--- config.mk ---
export PLATFORM = sky130hd
export DESIGN_NAME = single_precision_multiplier
export DESIGN_NICKNAME = d
export VERILOG_FILES = /design/src/rtl/spm_pkg.sv /design/src/rtl/single_precision_multiplier.sv
export SDC_FILE = /design/constraint.sdc
export NUM_CORES = 2
export LEC_CHECK = 0
export BUFFER_PORTS_ARGS = -buffer_cell sky130_fd_sc_hd__buf_2
export CAP_MARGIN = 0
export CORE_MARGIN = 10
export CORE_UTILIZATION = 34
export DETAILED_ROUTE_END_ITERATION = 8
export PLACE_DENSITY = 0.53
export SYNTH_ARGS = -nofsm -noshare
export SYNTH_HDL_FRONTEND = slang
export SYNTH_SLANG_ARGS = --single-unit
--- constraint.sdc ---
create_clock -name clk -period 7.2 [get_ports clk]
set_input_delay 1.08 -clock clk [delete_from_list [all_inputs] [get_ports clk]]
set_output_delay 1.08 -clock clk [all_outputs]
set_load 0.01 [all_outputs]
--- src/rtl/spm_pkg.sv ---
// package for the single precision multiplier: field constants and stage types
package spm_pkg;

    localparam logic [31:0] QNAN_OUT = 32'h7FC00000;
    localparam logic [9:0]  BIAS     = 10'd127;
    localparam logic [7:0]  EXP_MAX  = 8'hFF;

    // special-case result kinds decided in the first stage
    typedef enum logic [1:0] {
        KIND_NORMAL = 2'd0,
        KIND_NAN    = 2'd1,
        KIND_ZERO   = 2'd2,
        KIND_INF    = 2'd3
    } kind_t;

    // stage 1 to 2: unpacked operands
    typedef struct packed {
        logic        sign;
        kind_t       kind;
        logic [9:0]  exp_sum;
        logic [23:0] man_a;
        logic [23:0] man_b;
    } st1_t;

    // stage 2 to 3: raw significand product
    typedef struct packed {
        logic        sign;
        kind_t       kind;
        logic [9:0]  exp_sum;
        logic [47:0] prod;
    } st2_t;

    // stage 3 to 4: normalized and rounded significand
    typedef struct packed {
        logic        sign;
        kind_t       kind;
        logic [9:0]  exp_fin;
        logic [22:0] frac;
    } st3_t;

endpackage

--- src/rtl/single_precision_multiplier.sv ---
// top level of the single precision multiplier pipeline
// Binary32 multiplier, round to nearest even, flush to zero on underflow, canonical
// quiet NaN on invalid. Four register stages (unpack, 24x24 multiply, normalize and
// round, range check and pack); one operand pair is accepted every cycle while the
// output is not stalled, and each result moves through the stages in that order and
// is presented from the pack stage register. Latency is set by the stage count; a
// stall of a valid result holds every stage.
module single_precision_multiplier
    import spm_pkg::*;
(
    input  logic        clk,
    input  logic        rst_n,
    input  logic        s_tvalid,
    output logic        s_tready,
    input  logic [63:0] s_tdata,   // operand_a [31:0], operand_b [63:32]
    output logic        m_tvalid,
    input  logic        m_tready,
    output logic [31:0] m_tdata    // product [31:0]
);

    logic        v1_reg, v2_reg, v3_reg, v4_reg;
    st1_t        s1_reg, s1_next;
    st2_t        s2_reg;
    st3_t        s3_reg, s3_next;
    logic [31:0] out_reg, out_next;
    logic        advance;

    // whole pipeline moves when output is free
    assign advance  = !v4_reg || m_tready;
    assign s_tready = advance;
    assign m_tvalid = v4_reg;
    assign m_tdata  = out_reg;

    // stage 1: classify and unpack
    always_comb
    begin
        logic [31:0] a, b;
        logic        nan_a, nan_b, inf_a, inf_b, zero_a, zero_b;
        a = s_tdata[31:0];
        b = s_tdata[63:32];
        nan_a  = (a[30:23] == EXP_MAX) && (a[22:0] != 23'd0);
        nan_b  = (b[30:23] == EXP_MAX) && (b[22:0] != 23'd0);
        inf_a  = (a[30:23] == EXP_MAX) && (a[22:0] == 23'd0);
        inf_b  = (b[30:23] == EXP_MAX) && (b[22:0] == 23'd0);
        zero_a = (a[30:0] == 31'd0);
        zero_b = (b[30:0] == 31'd0);
        s1_next.sign    = a[31] ^ b[31];
        s1_next.exp_sum = {2'b00, a[30:23]} + {2'b00, b[30:23]} - BIAS;
        s1_next.man_a   = {1'b1, a[22:0]};
        s1_next.man_b   = {1'b1, b[22:0]};
        if (nan_a || nan_b)
            s1_next.kind = KIND_NAN;
        else if (zero_a || zero_b)
            s1_next.kind = (inf_a || inf_b) ? KIND_NAN : KIND_ZERO;
        else if (inf_a || inf_b)
            s1_next.kind = KIND_INF;
        else
            s1_next.kind = KIND_NORMAL;
    end

    // stage 3: normalize and round to nearest even
    always_comb
    begin
        logic [23:0] m;
        logic        g, st;
        logic [24:0] r;
        logic [9:0]  e;
        e = s2_reg.exp_sum;
        if (s2_reg.prod[47])
        begin
            m  = s2_reg.prod[47:24];
            g  = s2_reg.prod[23];
            st = (s2_reg.prod[22:0] != 23'd0);
            e  = e + 10'd1;
        end
        else
        begin
            m  = s2_reg.prod[46:23];
            g  = s2_reg.prod[22];
            st = (s2_reg.prod[21:0] != 22'd0);
        end
        r = {1'b0, m} + {24'd0, g && (st || m[0])};
        if (r[24])
        begin
            s3_next.frac = r[23:1];
            e = e + 10'd1;
        end
        else
            s3_next.frac = r[22:0];
        s3_next.exp_fin = e;
        s3_next.sign    = s2_reg.sign;
        s3_next.kind    = s2_reg.kind;
    end

    // stage 4: range check and pack
    always_comb
    begin
        logic over, under;
        over  = !s3_reg.exp_fin[9] && (s3_reg.exp_fin[8:0] >= 9'd255);
        under = s3_reg.exp_fin[9] || (s3_reg.exp_fin == 10'd0);
        unique case (s3_reg.kind)
            KIND_NAN:  out_next = QNAN_OUT;
            KIND_ZERO: out_next = {s3_reg.sign, 31'd0};
            KIND_INF:  out_next = {s3_reg.sign, EXP_MAX, 23'd0};
            default:
            begin
                if (over)
                    out_next = {s3_reg.sign, EXP_MAX, 23'd0};
                else if (under)
                    out_next = {s3_reg.sign, 31'd0};
                else
                    out_next = {s3_reg.sign, s3_reg.exp_fin[7:0], s3_reg.frac};
            end
        endcase
    end

    // valid bits
    always_ff @(posedge clk or negedge rst_n)
    begin
        if (!rst_n)
        begin
            v1_reg <= 1'b0;
            v2_reg <= 1'b0;
            v3_reg <= 1'b0;
            v4_reg <= 1'b0;
        end
        else if (advance)
        begin
            v1_reg <= s_tvalid;
            v2_reg <= v1_reg;
            v3_reg <= v2_reg;
            v4_reg <= v3_reg;
        end
    end

    // payload stages
    always_ff @(posedge clk)
    begin
        if (advance)
        begin
            s1_reg         <= s1_next;
            s2_reg.sign    <= s1_reg.sign;
            s2_reg.kind    <= s1_reg.kind;
            s2_reg.exp_sum <= s1_reg.exp_sum;
            s2_reg.prod    <= s1_reg.man_a * s1_reg.man_b;
            s3_reg         <= s3_next;
            out_reg        <= out_next;
        end
    end

    // stalled result holds
    a_hold: assert property (@(posedge clk) disable iff (!rst_n)
        m_tvalid && !m_tready |=> m_tvalid && $stable(m_tdata))
        else $error("result changed under stall");
    // a valid item in stage three moves into the output stage on an advance
    a_flow: assert property (@(posedge clk) disable iff (!rst_n)
        advance && v3_reg |=> v4_reg)
        else $error("item lost between stages");
    // a nan kind always packs to canonical nan
    a_nan: assert property (@(posedge clk) disable iff (!rst_n)
        advance && v3_reg && s3_reg.kind == KIND_NAN |=> m_tdata == QNAN_OUT)
        else $error("nan not canonical");

endmodule

==> reports/summary.txt <==
outcome: finished, final reports clean
Max H-tree Level: 4
post-synthesis mux area share: 0.00935
Mapped Area: 27,000 um2
Max Cap Viol: 0
GR Overflow Total: 0
asr flop ratio synth: 0.0208
CP startpoint kind: flop
main combinational cell family by area after synthesis: adder cells
cell mode on critical path: fa_1
pin count of the biggest net entering global routing: 64
Cell variety after synth: 77
Antenna Violating Nets Remaining: 0
dpl hpwl: 63.3 mm
final-stage net count: 3,609
drt total wl: 75.3 mm
Total Routing Usage GR: 0.169
WP data required: 7.44 ns
kind of critical path: flop to flop
initial antenna violation count: 0
Max clock buf depth: 2
Setup Skew: 0.0180 ns
WP data arrival: 7.26 ns
Synth Area in Simple Gates: 0.152
global-route wire length before repair: 119 mm
Worst-path clk slew: 0.08 ns
worst r2r path cells: 25
xor/xnor share of the synthesized area: 0.0279
CP max stage cell: fa_1
Synth top area share: 0.358
First-pass DRT Iterations: 5
Yosys reg bits: 192
die area: 91,200 um2
post-layout min period: 7.03 ns
most common cell after layout, fill and taps aside: inv_1
CP max stage delay: 0.53 ns
Min-Delay Path Class: input pin to async pin
DR iter-0 viols: 1,137
Yosys warnings: 0
largest cells by area after synthesis: fa_1, edfxtp_1, ha_1
# setup viols final: 0
Synth Area in Adders: 0.446
fin crit share: 0.976
clock root cell: clkbuf_16
Final Util: 0.384
vias in the first global route: 20.4k
Die Y: 302 um
Slew Limit Fails: 0
Post-CTS Hold Buffers: 0
Syn Nets: 3,455
final count of hold timing violations: 0
RSZ-0062 raised after global routing: true
number of diodes: 0
count of flip-flops with a built-in enable after synthesis: 188
routed vias/inst: 4.81
Top FF cell, synth: edfxtp_1
IO Count: 102
DR WL/cell: 19.2 um
clk_lat worst skew: 0.50 ns
Port-buffer cells: 101
Slew @ Worst Pin: 1.01 ns
Top delay family on crit path: adder cells
Fmax achieved: 142 MHz
register area share after synthesis: 0.213
row count: 103
area fraction in compound gates after synthesis: 0.0520
DIE WIDTH: 302 um
Fin Setup TNS: 0 ns
Area Growth Syn to Fin: 12.1%
TritonCTS clock tree: done
leading area contributor after synthesis: fa_1
syn_area_per_cell: 9.96 um2
commonest non-fill, non-tap cells in the layout: inv_1, fa_1, nand2_1, and2_1, ha_1
total number of cells along the worst setup path: 25
worst path bufs/invs: 8
Vias: 18.9k
max FFs per register: 61
DRC violations left: 0
Core Area: 78,900 um2
Critical Path Fanout Max: 5
slew margin rel.: 0.324
CTS sink cnt: 192
Num CTS Buffers: 17
Critical Path End Type: flop
Starting Density: 0.343
total of fill cells in the finished design: 7,857
Mapped Cells: 2,713
RD Place Congestion: 0.902
Hold Slack: 0.374 ns
layout cells sized above 1: 0.114
==> per-stage QoR <==
stage | cells | worst slack (ns) | area (um2)
floorplan | 2713 | 0.369 | 27000
global placement | 3870 | 0.0807 | 29300
detailed placement | 3870 | 0.0606 | 29300
CTS | 3902 | 0.0310 | 30000
global route | 3930 | -0.00555 | 30300
finish | 3930 | 0.173 | 30300
==> layer usage <==
| layer | part of all wire | global-route usage |
|---|---|---|
| met2 | 0.47 | 0.274 |
| met3 | 0.046 | 0.0219 |
| met5 | 0 | 0 |
| met4 | 0.030 | 0.0581 |
| met1 | 0.45 | 0.229 |
==> timing repair <==
item                                    CTS  global route
hold endpoints to repair                  0             0
endpoints found under the setup margin    0            16
resized for setup                         0             6
buffers inserted                          0            28
==> final cells by class <==
cell class / count / area (um2) / share of cell area
timing repair buffer: 251 / 1760 / 0.0581
sequential: 192 / 5750 / 0.190
clock inverter: 15 / 228 / 0.00752
clock buffer: 17 / 425 / 0.0140
inverter: 589 / 2220 / 0.0732
tap: 1050 / 1310 / 0.0434
multi-input combinational: 1816 / 18600 / 0.614
==> cell families (layout without fill, tap and decap cells) <==
family          Yosys count  in the layout
xor+xnor                 86             86
flops                   192            192
fa+ha+maj               674            674
compound gates          223            223
simple gates            809            809
mux                      24             24
buf+inv                 705            872
==> Yosys cell counts (all sizes together), types with 5 or more instances <==
| cell | count |
|---|---|
| nand3 | 16 |
| and3 | 9 |
| nand2 | 321 |
| o21ai | 38 |
| nand2b | 7 |
| and2 | 282 |
| nor4 | 27 |
| buf | 9 |
| nor2 | 82 |
| mux2i | 14 |
| nor3 | 14 |
| xor2 | 40 |
| o21a | 6 |
| o31ai | 7 |
| a21o | 24 |
| inv | 586 |
| a211oi | 6 |
| mux2 | 10 |
| nor2b | 10 |
| ha | 191 |
| fa | 483 |
| o21bai | 13 |
| a21oi | 87 |
| nand4 | 21 |
| clkbuf | 107 |
| o211ai | 5 |
| xnor2 | 46 |
| edfxtp | 188 |
==> path summary, 6_finish.rpt <==
check,startpoint,to,slack [ns]
max,s1_reg[32]$_DFFE_PP_,s2_reg[43]$_DFFE_PP_,0.17
max reg2reg,s1_reg[32]$_DFFE_PP_,s2_reg[43]$_DFFE_PP_,0.17
min in group clk,s1_reg[49]$_DFFE_PP_,s2_reg[49]$_DFFE_PP_,0.41
min reg2reg,s1_reg[49]$_DFFE_PP_,s2_reg[49]$_DFFE_PP_,0.41
max in group asynchronous,rst_n,v3_reg$_DFFE_PN0P_,6.71
min,rst_n,m_tvalid$_DFFE_PN0P_,0.37
Power is left out: the tool's default activity adds up to more than one toggle a clock period on the data nets, which glitch-free logic cannot reach.
